File: src/sv/cfb_pkg.sv
// ----------------------------------------------------------------------------
// cfb_pkg
// Shared types and constants for the command frame builder.
// ----------------------------------------------------------------------------
`default_nettype none

package cfb_pkg;

  localparam logic [7:0] SyncFirst  = 8'hFF;
  localparam logic [7:0] SyncSecond = 8'h55;
  localparam logic [7:0] LenBias    = 8'd5;

  localparam logic CMD_START   = 1'b0;
  localparam logic CMD_PAYLOAD = 1'b1;

  localparam int QDepth    = 4;
  localparam int QPtrWidth = $clog2(QDepth);
  localparam int QCntWidth = $clog2(QDepth + 1);

  typedef struct packed {
    logic       command;
    logic [7:0] packet_type;
    logic [7:0] transaction_id;
    logic [7:0] op_code;
    logic [7:0] payload_length;
    logic [7:0] data_byte;
  } cfb_in_t;

  typedef struct packed {
    logic [7:0] out_byte;
    logic       frame_end;
  } cfb_out_t;

  // One classified operation handed from the front to the back.
  typedef struct packed {
    logic       is_header;
    logic       has_ck;
    logic [7:0] b0;
    logic [7:0] b1;
    logic [7:0] b2;
    logic [7:0] b3;
    logic [7:0] ck;
  } cfb_entry_t;

endpackage

`default_nettype wire

File: src/sv/cfb_front.sv
// ----------------------------------------------------------------------------
// cfb_front
// Accepts input words, tracks the open frame and checksum, emits operations.
// ----------------------------------------------------------------------------
`default_nettype none

module cfb_front (
  input  wire logic                clk,
  input  wire logic                rst_n,
  input  wire logic                in_valid,
  output logic                     in_stall,
  input  wire cfb_pkg::cfb_in_t    in_word,
  input  wire logic                q_full,
  output logic                     q_push,
  output cfb_pkg::cfb_entry_t      q_entry
);
  import cfb_pkg::*;

  logic       frame_open_r, frame_open_nxt;
  logic [7:0] bytes_left_r, bytes_left_nxt;
  logic [7:0] sum_r, sum_nxt;
  logic       accept;
  logic [7:0] len_byte;
  logic [7:0] hdr_sum;
  logic [7:0] pay_sum;
  logic [7:0] left_dec;

  assign in_stall = q_full;
  assign accept   = in_valid && !q_full;
  assign len_byte = in_word.payload_length + LenBias;
  assign hdr_sum  = len_byte + in_word.packet_type + in_word.transaction_id + in_word.op_code;
  assign pay_sum  = sum_r + in_word.data_byte;
  assign left_dec = bytes_left_r - 8'd1;

  always_comb begin
    frame_open_nxt = frame_open_r;
    bytes_left_nxt = bytes_left_r;
    sum_nxt        = sum_r;
    q_push         = 1'b0;
    q_entry        = '0;
    if (accept) begin
      if (in_word.command == CMD_START) begin
        q_push            = 1'b1;
        q_entry.is_header = 1'b1;
        q_entry.b0        = len_byte;
        q_entry.b1        = in_word.packet_type;
        q_entry.b2        = in_word.transaction_id;
        q_entry.b3        = in_word.op_code;
        q_entry.ck        = 8'd0 - hdr_sum;
        if (in_word.payload_length == 8'd0) begin
          q_entry.has_ck = 1'b1;
          frame_open_nxt = 1'b0;
          bytes_left_nxt = 8'd0;
          sum_nxt        = 8'd0;
        end else begin
          frame_open_nxt = 1'b1;
          bytes_left_nxt = in_word.payload_length;
          sum_nxt        = hdr_sum;
        end
      end else if (frame_open_r) begin
        q_push     = 1'b1;
        q_entry.b0 = in_word.data_byte;
        q_entry.ck = 8'd0 - pay_sum;
        if (left_dec == 8'd0) begin
          q_entry.has_ck = 1'b1;
          frame_open_nxt = 1'b0;
          bytes_left_nxt = 8'd0;
          sum_nxt        = 8'd0;
        end else begin
          bytes_left_nxt = left_dec;
          sum_nxt        = pay_sum;
        end
      end
    end
  end

  always_ff @(posedge clk) begin
    if (!rst_n) begin
      frame_open_r <= 1'b0;
      bytes_left_r <= 8'd0;
      sum_r        <= 8'd0;
    end else begin
      frame_open_r <= frame_open_nxt;
      bytes_left_r <= bytes_left_nxt;
      sum_r        <= sum_nxt;
    end
  end

endmodule

`default_nettype wire

File: src/sv/cfb_queue.sv
// ----------------------------------------------------------------------------
// cfb_queue
// Short first-word-fall-through queue of operations between front and back.
// ----------------------------------------------------------------------------
`default_nettype none

module cfb_queue (
  input  wire logic                clk,
  input  wire logic                rst_n,
  input  wire logic                push,
  input  wire cfb_pkg::cfb_entry_t push_entry,
  output logic                     full,
  output logic                     head_valid,
  output cfb_pkg::cfb_entry_t      head_entry,
  input  wire logic                pop
);
  import cfb_pkg::*;

  cfb_entry_t             mem_r [QDepth];
  logic [QPtrWidth-1:0]   wr_ptr_r, wr_ptr_nxt;
  logic [QPtrWidth-1:0]   rd_ptr_r, rd_ptr_nxt;
  logic [QCntWidth-1:0]   count_r, count_nxt;

  assign full       = (count_r == QCntWidth'(QDepth));
  assign head_valid = (count_r != '0);
  assign head_entry = mem_r[rd_ptr_r];

  always_comb begin
    wr_ptr_nxt = push ? wr_ptr_r + 1'b1 : wr_ptr_r;
    rd_ptr_nxt = pop  ? rd_ptr_r + 1'b1 : rd_ptr_r;
    count_nxt  = count_r;
    if (push && !pop) begin
      count_nxt = count_r + 1'b1;
    end else if (pop && !push) begin
      count_nxt = count_r - 1'b1;
    end
  end

  always_ff @(posedge clk) begin
    if (push) begin
      mem_r[wr_ptr_r] <= push_entry;
    end
  end

  always_ff @(posedge clk) begin
    if (!rst_n) begin
      wr_ptr_r <= '0;
      rd_ptr_r <= '0;
      count_r  <= '0;
    end else begin
      wr_ptr_r <= wr_ptr_nxt;
      rd_ptr_r <= rd_ptr_nxt;
      count_r  <= count_nxt;
    end
  end

  a_no_overflow: assert property (@(posedge clk) disable iff (!rst_n) push |-> !full)
    else $error("queue push while full");
  a_no_underflow: assert property (@(posedge clk) disable iff (!rst_n) pop |-> head_valid)
    else $error("queue pop while empty");
  a_count_range: assert property (@(posedge clk) disable iff (!rst_n)
      count_r <= QCntWidth'(QDepth))
    else $error("queue count out of range");

endmodule

`default_nettype wire

File: src/sv/cfb_back.sv
// ----------------------------------------------------------------------------
// cfb_back
// Expands queued operations into frame bytes through an output register.
// ----------------------------------------------------------------------------
`default_nettype none

module cfb_back (
  input  wire logic                clk,
  input  wire logic                rst_n,
  input  wire logic                head_valid,
  input  wire cfb_pkg::cfb_entry_t head_entry,
  output logic                     pop,
  output logic                     out_valid,
  input  wire logic                out_stall,
  output cfb_pkg::cfb_out_t        out_word
);
  import cfb_pkg::*;

  localparam logic [2:0] StepSync0 = 3'd0;
  localparam logic [2:0] StepSync1 = 3'd1;
  localparam logic [2:0] StepLen   = 3'd2;
  localparam logic [2:0] StepType  = 3'd3;
  localparam logic [2:0] StepId    = 3'd4;
  localparam logic [2:0] StepOp    = 3'd5;
  localparam logic [2:0] StepCk    = 3'd6;

  logic [2:0] step_r, step_nxt;
  logic       out_valid_r, out_valid_nxt;
  cfb_out_t   out_word_r, out_word_nxt;
  logic       advance;
  logic [2:0] last_step;
  logic       at_last;
  logic [7:0] sel_byte;

  assign advance   = head_valid && (!out_valid_r || !out_stall);
  assign last_step = head_entry.is_header ? (head_entry.has_ck ? StepCk : StepOp)
                                          : (head_entry.has_ck ? StepSync1 : StepSync0);
  assign at_last   = (step_r == last_step);
  assign pop       = advance && at_last;

  always_comb begin
    if (head_entry.is_header) begin
      unique case (step_r)
        StepSync0: sel_byte = SyncFirst;
        StepSync1: sel_byte = SyncSecond;
        StepLen:   sel_byte = head_entry.b0;
        StepType:  sel_byte = head_entry.b1;
        StepId:    sel_byte = head_entry.b2;
        StepOp:    sel_byte = head_entry.b3;
        default:   sel_byte = head_entry.ck;
      endcase
    end else begin
      sel_byte = (step_r == StepSync0) ? head_entry.b0 : head_entry.ck;
    end
  end

  always_comb begin
    step_nxt      = step_r;
    out_valid_nxt = out_valid_r;
    out_word_nxt  = out_word_r;
    if (!out_valid_r || !out_stall) begin
      out_valid_nxt = head_valid;
    end
    if (advance) begin
      out_word_nxt.out_byte  = sel_byte;
      out_word_nxt.frame_end = head_entry.has_ck && at_last;
      step_nxt               = at_last ? StepSync0 : step_r + 3'd1;
    end
  end

  always_ff @(posedge clk) begin
    if (!rst_n) begin
      step_r      <= StepSync0;
      out_valid_r <= 1'b0;
    end else begin
      step_r      <= step_nxt;
      out_valid_r <= out_valid_nxt;
    end
  end

  always_ff @(posedge clk) begin
    out_word_r <= out_word_nxt;
  end

  assign out_valid = out_valid_r;
  assign out_word  = out_word_r;

endmodule

`default_nettype wire

File: src/sv/command_frame_builder_core.sv
// ----------------------------------------------------------------------------
// command_frame_builder_core
// Serial command frame encoder: sync, header, payload, two's complement sum.
// ----------------------------------------------------------------------------
//  channel | direction | handshake          | word
//  in_     | input     | in_valid/in_stall  | cfb_in_t  (start or payload)
//  out_    | output    | out_valid/out_stall| cfb_out_t (byte, frame_end)
//
//  Input words are taken one per cycle while the operation queue has room.
//  Output is one byte per cycle while out_stall is low and an operation is
//  queued: a start word gives 6 bytes (7 with an empty payload), a payload
//  word 1 byte (2 on the last one), all through the single output register.
//  Reset clears frame tracking, queue pointers and the output valid.
//  Input and output stall independently across a 4-entry queue.
// ----------------------------------------------------------------------------
`default_nettype none

module command_frame_builder_core (
  input  wire logic              clk,
  input  wire logic              rst_n,
  input  wire logic              in_valid,
  output logic                   in_stall,
  input  wire cfb_pkg::cfb_in_t  in_word,
  output logic                   out_valid,
  input  wire logic              out_stall,
  output cfb_pkg::cfb_out_t      out_word
);
  import cfb_pkg::*;

  logic       q_full;
  logic       q_push;
  cfb_entry_t q_entry;
  logic       q_head_valid;
  cfb_entry_t q_head;
  logic       q_pop;

  cfb_front u_front (
    .clk      (clk),
    .rst_n    (rst_n),
    .in_valid (in_valid),
    .in_stall (in_stall),
    .in_word  (in_word),
    .q_full   (q_full),
    .q_push   (q_push),
    .q_entry  (q_entry)
  );

  cfb_queue u_queue (
    .clk        (clk),
    .rst_n      (rst_n),
    .push       (q_push),
    .push_entry (q_entry),
    .full       (q_full),
    .head_valid (q_head_valid),
    .head_entry (q_head),
    .pop        (q_pop)
  );

  cfb_back u_back (
    .clk        (clk),
    .rst_n      (rst_n),
    .head_valid (q_head_valid),
    .head_entry (q_head),
    .pop        (q_pop),
    .out_valid  (out_valid),
    .out_stall  (out_stall),
    .out_word   (out_word)
  );

endmodule

`default_nettype wire

File: config.mk
export PLATFORM = sky130hd
export DESIGN_NAME = command_frame_builder_core
export DESIGN_NICKNAME = d
export VERILOG_FILES = /design/src/sv/cfb_pkg.sv /design/src/sv/cfb_front.sv /design/src/sv/cfb_queue.sv /design/src/sv/cfb_back.sv /design/src/sv/command_frame_builder_core.sv
export SDC_FILE = /design/constraint.sdc
export NUM_CORES = 1
export LEC_CHECK = 0
export CAP_MARGIN = 5
export CORE_MARGIN = 2
export CORE_UTILIZATION = 60
export CTS_BUF_LIST = sky130_fd_sc_hd__clkbuf_8
export DETAILED_ROUTE_END_ITERATION = 10
export DONT_BUFFER_PORTS = 1
export GPL_TIMING_DRIVEN = 0
export PLACE_DENSITY = 0.87
export SLEW_MARGIN = 20
export SYNTH_ARGS = -nofsm -noshare
export SYNTH_HDL_FRONTEND = slang
export SYNTH_SLANG_ARGS = --single-unit
File: constraint.sdc
create_clock -name clk -period 3.8 [get_ports clk]
set_input_delay 0.76 -clock clk [delete_from_list [all_inputs] [get_ports clk]]
set_output_delay 0.76 -clock clk [all_outputs]
set_load 0.005 [all_outputs]
==> out/qor.csv, run 1 <==
stage,metric,value,unit
status,outcome,"finished, final reports clean",
timing,RSZ-0062 raised after global routing,yes,
clock_network,CTS buffer count,35,
drt,Initial DRC Count,595,
worst_setup_path,arrival time at the worst endpoint,4.00,ns
clock_network,clock slew at reported path FFs,0.06,ns
drt,WL final,23420,um
synthesis,Post-synth EDFFs,177,
worst_hold_path,HP Start,out_stall,
place,Port Buffer Count,0,
worst_setup_path,critical path data required time,4.12,ns
worst_setup_path,R2R setup slack,0.20,ns
place,Routability Congestion,0.9493,
worst_setup_path,worst-case reg-to-reg path depth,14,
drt,ANT nets after route,0,
clock_network,worst skew pair latency,0.52,ns
synthesis,Syn Std Cell Area,10150,um2
grt,initial antenna violation count,0,
synthesis,ys async rst share,0,%
worst_setup_path,CP startpoint kind,input pin,
place,DP Worst Slack,-0.4411,ns
drt,drt pass-1 iters,5,
power_and_ir_drop,peak supply drop,0.2695,mV
timing,period utilization,96.83,%
layout,Filler Cells Inserted,1112,
clock_network,TritonCTS Sinks,207,
drt,DR vias/cell,6.522,
grt,largest net degree at the start of global routing,43,
clock_network,CTS hold repair buffers,0,
timing,setup violators final,0,
timing,slew margin rel.,43.53,%
timing,Max Freq,0.2718,GHz
floorplanning,die width,134.1,um
drt,vias post-DR,6470,
clock_network,CTS tree,yes,
timing,Max Transition Viols Final,0,
worst_hold_path,Hold Path Class,in -> reg,
floorplanning,chip height,134.1,um
worst_setup_path,CP Class,in -> reg,
worst_setup_path,worst reg2reg path endpoint,u_queue.count_r[2],
grt,first-pass GRT wire length,36410,um
timing,final worst-path setup slack,0.1204,ns
layout,"commonest non-fill, non-tap cells in the layout","177 x edfxtp_1, 58 x inv_1, 43 x nor2_1",
place,DP HPWL,16160,um
grt,GRT Util Overall,26.93,%
floorplanning,Initial Util,61.20,%
synthesis,Ys Warns,0,
power_and_ir_drop,overall power,7278,uW
synthesis,ys flop type,edfxtp_1,
floorplanning,core area,16580,um2
synthesis,Syn Inst Count,713,
clock_network,Bufs on Longest Clock Path,3,
worst_setup_path,CP endpoint,u_queue.mem_r[3][7],
synthesis,"Seq/Total Area, Yosys",58.28,%
synthesis,synthesis-stage register bit count,207,
layout,area grow syn2layout,9.332,%
layout,area of the multi-input gates,3877,um2
synthesis,Mean Syn Cell Area,14.24,um2
job,max-cap viol count,0,
synthesis,most area-hungry cell type in the Yosys netlist,edfxtp_1,
clock_network,CTS root buf,clkbuf_8,
synthesis,synth unique cells,63,
drt,drt wl/cell,23.61,um
worst_setup_path,Critical Path Start,in_word[17],
timing,worst hold slack,0.4122,ns
layout,"commonest non-fill, non-tap cell in the layout",edfxtp_1,
timing,Setup Skew,0.02398,ns
drt,DRC errors left,0,
grt,gr ovfl total,0,
place,cell total after placement,933,
floorplanning,Placement Rows,47,
floorplanning,Ports,56,
layout,Nets,841,
synthesis,Synth top area share,52.37,%
timing,Final Hold Viols,0,
synthesis,syn nets,805,
layout,share of layout cells above drive strength 1,14.38,%
layout,diode count,0,
worst_setup_path,Crit. End Element,register,
layout,Seq. cell area,5916,um2
grt,vias in the first global route,6781,
layout,Layout Cells excl Fill,992,
power_and_ir_drop,power density over the cells,655.8,nW/um2
worst_setup_path,worst-path fanout max,4,
clock_network,H-tree depth,2,
synthesis,Area contributors post-synth,"edfxtp_1 52%, mux4_2 8.7%, dfxtp_1 5.9%, ha_1 3.8%, fa_1 3.2%",
timing,worst slew pin tran,0.8393,ns
timing,Tmin final,3.680,ns
power_and_ir_drop,leakage power,0.004042,uW
floorplanning,Die ar.,17970,um2
==> per-stage QoR <==
step / util, % / TNS (ns) / area [um2]
2_1_floorplan: - / 0 / 10150
3_3_place_gp: 62.89 / -25.41 / 10430
3_5_place_dp: 62.95 / -4.354 / 10440
4_1_cts: 66.78 / 0 / 11070
5_1_grt: 66.92 / -0.01133 / 11100
6_report: 66.92 / 0 / 11100
==> cells in the mapped netlist, types with 3 or more instances <==
cell type	count
o22ai_1	10
a211oi_1	3
mux4_1	3
nor3b_1	9
and3_1	11
nor3_1	13
edfxtp_1	177
a32oi_1	5
a221oi_1	7
o21ai_0	30
a21oi_1	22
dfxtp_1	30
buf_6	3
xor2_1	16
mux2i_1	14
mux4_2	39
a22o_1	6
nand3_1	4
a21boi_0	6
o211a_1	4
nand2b_1	5
buf_4	7
nor2_1	43
inv_1	48
a21o_1	3
ha_1	31
nand2_1	29
nor2b_1	8
o211ai_1	7
fa_1	16
clkbuf_1	20
a22oi_1	6
o2111ai_1	5
o21a_1	3
and2_1	12
xnor2_1	21
nor4_1	7
==> state kept, by name, summed over array words and instances, names as in the netlist, named ones only <==
signal,cells
u_front.frame_open_r,1
u_queue.rd_ptr_r,2
u_queue.wr_ptr_r,2
u_queue.mem_r,168
u_front.bytes_left_r,8
u_back.step_r,3
u_front.sum_r,8
u_back.out_word,9
u_back.out_valid,1
u_queue.count_r,3
==> what timing repair did <==
action | in CTS | in global routing
setup endpoints to repair | 1 | 6
buffers inserted | 0 | 0
gates resized for setup | 0 | 5
==> how the worst min path moves through the flow <==
stage | slack, ns | to | depth (start not counted)
2_1_floorplan | 0.47 | u_back.out_valid | 2
3_3_place_gp | 0.49 | u_queue.wr_ptr_r[0] | 2
3_5_place_dp | 0.50 | u_front.sum_r[4] | 2
4_1_cts | 0.39 | u_back.out_valid | 2
5_1_grt | 0.41 | u_back.out_valid | 2
6_report | 0.41 | u_back.out_valid | 2
==> critical path: stages <==
cell and delay, ns:
inv_1 0.07, fa_1 0.55, inv_1 0.08, fa_1 0.49, ha_1 0.25, fa_1 0.43, a211oi_2 0.27, o21ai_0 0.13
a21oi_1 0.19, xnor3_1 0.30, xor2_1 0.19, o22ai_2 0.28
==> layout make-up <==
cell class                      instances  share of cell area [%]
Sequential cell                       207                   53.31
Multi-Input combinational cell        424                   34.94
Clock buffer                           37                   4.589
Tap cell                              220                   2.481
Buffer                                 33                   1.894
Inverter                               48                   1.624
Clock inverter                         23                   1.161
==> kinds of logic (layout without fill, tap and decap cells) <==
group           count (synthesis)  after routing  synth area share [%]
buf+inv                        82            141                 3.772
fa+ha+maj                      47             47                 6.977
compound gates                129            129                 8.617
xor+xnor                       39             39                 3.575
mux                            59             59                 11.18
flops                         207            207                 58.28
simple gates                  150            150                 7.594
==> where the power goes <==
group	leakage [uW]	internal [uW]	switching (uW)
sequential	0.00190	2820	127
clock	0.000361	970	865
combinational	0.00178	1050	1440
==> per-layer routing <==
metal | up-vias | global-route usage (%) | part of all wire (%)
met5 | - | 0 | 0
met4 | 0 | 12.05 | 3.8
met3 | 75 | 7.218 | 10
met2 | 388 | 45.04 | 49
met1 | 3214 | 33.24 | 37
li1 | 2793 | - | -
Note: power is estimated with default switching activity, not from simulation.
==> run 2, diff against run 1 <==
--- a/config.mk
+++ b/config.mk
@@ -12,7 +12,7 @@
 export DETAILED_ROUTE_END_ITERATION = 10
 export DONT_BUFFER_PORTS = 1
 export GPL_TIMING_DRIVEN = 0
-export PLACE_DENSITY = 0.87
+export PLACE_DENSITY = 0.84
 export SLEW_MARGIN = 20
 export SYNTH_ARGS = -nofsm -noshare
 export SYNTH_HDL_FRONTEND = slang
==> constraint.sdc (replaced) <==
create_clock -name clk -period 4.45 [get_ports clk]
set_input_delay 0.89 -clock clk [delete_from_list [all_inputs] [get_ports clk]]
set_output_delay 0.89 -clock clk [all_outputs]
set_load 0.005 [all_outputs]
==> out/qor.csv, run 2 (same netlist as run 1, synthesis figures left out) <==
stage,metric,value,unit,change
status,outcome,"finished, final reports clean",,
layout,Top reg by flops,u_queue.mem_r,,
timing,worst slew pin tran,0.8729,ns,+0.03360 ns
floorplanning,Die ar.,17970,um2,unchanged
drt,drt pass-1 iters,5,,unchanged
worst_hold_path,Hold Path Class,reg -> reg,,
worst_setup_path,arrival time at the worst endpoint,4.37,ns,+0.37 ns
clock_network,Bufs on Longest Clock Path,3,,unchanged
clock_network,CTS hold repair buffers,0,,unchanged
worst_hold_path,WHS Endpoint,u_back.out_valid,,
grt,vias in the first global route,6590,,-2.8%
floorplanning,Ports,56,,unchanged
timing,Final Hold Viols,0,,unchanged
layout,diode count,0,,unchanged
timing,Tmin final,4.100,ns,
clock_network,clock slew at reported path FFs,0.06,ns,about the same
clock_network,H-tree depth,2,,unchanged
power_and_ir_drop,leakage power,0.004034,uW,-0.20%
timing,Setup Skew,0.02885,ns,+0.004876 ns
layout,utilization after layout,66.79,%,-0.12 points
grt,largest net degree at the start of global routing,43,,unchanged
place,DP HPWL,16790,um,+3.9%
grt,first-pass GRT wire length,36420,um,about the same
floorplanning,chip height,134.1,um,unchanged
clock_network,TritonCTS Sinks,207,,unchanged
grt,GRT Util Overall,27.01,%,+0.071 points
worst_setup_path,Crit. End Element,register,,
drt,ANT nets after route,0,,unchanged
drt,vias post-DR,6425,,-0.70%
worst_setup_path,worst reg2reg path endpoint,u_queue.count_r[2],,
worst_setup_path,CP startpoint kind,input pin,,
clock_network,CTS root buf,clkbuf_8,,
layout,"commonest non-fill, non-tap cell in the layout",edfxtp_1,,
grt,gr ovfl total,0,,unchanged
power_and_ir_drop,power density over the cells,550.4,nW/um2,-16%
layout,Nets,845,,+0.48%
clock_network,setup bufs post-CTS,0,,unchanged
place,Placed Area,10490,um2,+0.49%
timing,setup violators final,0,,unchanged
timing,slew margin rel.,41.36,%,-2.2 points
drt,DRC errors left,0,,unchanged
clock_network,CTS buffer count,35,,unchanged
layout,fin area,11080,um2,-0.18%
worst_setup_path,worst-path fanout max,4,,unchanged
drt,DR vias/cell,6.457,,-0.99%
layout,area grow syn2layout,9.135,%,
timing,Final TNS setup,0,ns,unchanged
floorplanning,Placement Rows,47,,unchanged
layout,share of layout cells above drive strength 1,13.94,%,-0.44 points
place,Port Buffer Count,0,,unchanged
place,Routability Congestion,0.9491,,about the same
floorplanning,die width,134.1,um,unchanged
power_and_ir_drop,peak supply drop,0.2647,mV,-1.8%
clock_network,worst skew pair latency,0.52,ns,about the same
timing,Max Freq,0.2439,GHz,
floorplanning,Initial Util,61.20,%,unchanged
worst_hold_path,HP Start,u_back.out_valid,,
drt,drt wl/cell,23.68,um,+0.32%
worst_setup_path,R2R setup slack,0.54,ns,+0.34 ns
drt,WL final,23560,um,+0.63%
timing,Max Transition Viols Final,0,,unchanged
timing,RSZ-0062 raised after global routing,no,,
worst_setup_path,CP Class,in -> reg,,
layout,"commonest non-fill, non-tap cells in the layout","177 x edfxtp_1, 60 x inv_1, 43 x nor2_1",,
timing,period utilization,92.13,%,
job,max-cap viol count,0,,unchanged
clock_network,CTS tree,yes,,
grt,initial antenna violation count,1,,+1
worst_setup_path,worst-case reg-to-reg path depth,14,,unchanged
layout,max reg flops,168,,unchanged
floorplanning,core area,16580,um2,unchanged
worst_setup_path,critical path data required time,4.72,ns,+0.60 ns
worst_hold_path,hold depth,2,,unchanged
worst_setup_path,Critical Path Start,in_word[17],,
clock_network,post-cts resize count,0,,unchanged
drt,Initial DRC Count,657,,+10%
## run 2: cell count changes in the layout (fill, tap and decap cells not counted), moves of 2 or more
cell        delta
inv_1          +2
buf_12         +3
clkinvlp_4     +2
and2_2         +3
buf_4          +2
clkbuf_8       -2
and2_4         -3
## run 2: where the power goes
part	total, uW	switching (uW)	internal (uW)
combinational	2100	1220	883
clock	1470	734	732
sequential	2530	114	2410
total	6100	2070	4030
## run 2: worst max-delay path by stage
stage,end,cells past startpoint
after global placement,u_queue.mem_r[0][7],12
after CTS,u_queue.mem_r[2][7],12
final,u_queue.mem_r[1][7],12
after detailed placement,u_queue.mem_r[0][7],12
after global routing,u_queue.mem_r[2][7],12
after floorplan,u_queue.mem_r[0][7],12
## run 2: layout make-up
type | count | area, um2
sequential | 207 | 5916
fill | 1198 | 5507
multi-input combinational | 424 | 3857
clock buffer | 35 | 481.7
tap | 220 | 275.3
buffer | 34 | 202.7
inverter | 48 | 180.2
clock inverter | 24 | 103.9
timing repair buffer | 3 | 60.06
## run 2: per-stage QoR
step	hold slack [ns]	setup WS (ns)	power, uW	instances
final	0.4997	0.3500	6096	995
after global routing	0.5248	0.1870	6373	995
after CTS	0.5065	0.4124	6089	995
after detailed placement	0.4943	-0.1220	4637	936
after global placement	0.4813	-0.07003	4528	933
after floorplan	0.4708	0.4052	4094	713
## run 2: critical path, cell delays in order
cell      delay (ns)
inv_1           0.06
fa_1            0.65
inv_1           0.09
fa_1            0.46
ha_1            0.23
fa_1            0.41
a211oi_1        0.31
o21ai_0         0.13
a21oi_1         0.20
xnor3_1         0.41
xor2_1          0.19
o22ai_1         0.34
## run 2: per-layer routing
layer | share of wire [%] | up-vias | global-route usage (%)
met5 | 0.042 | - | 0
met4 | 2.8 | 2 | 9.064
met3 | 9.9 | 70 | 7.559
met2 | 50 | 355 | 45.24
met1 | 38 | 3188 | 34.37
li1 | - | 2810 | -
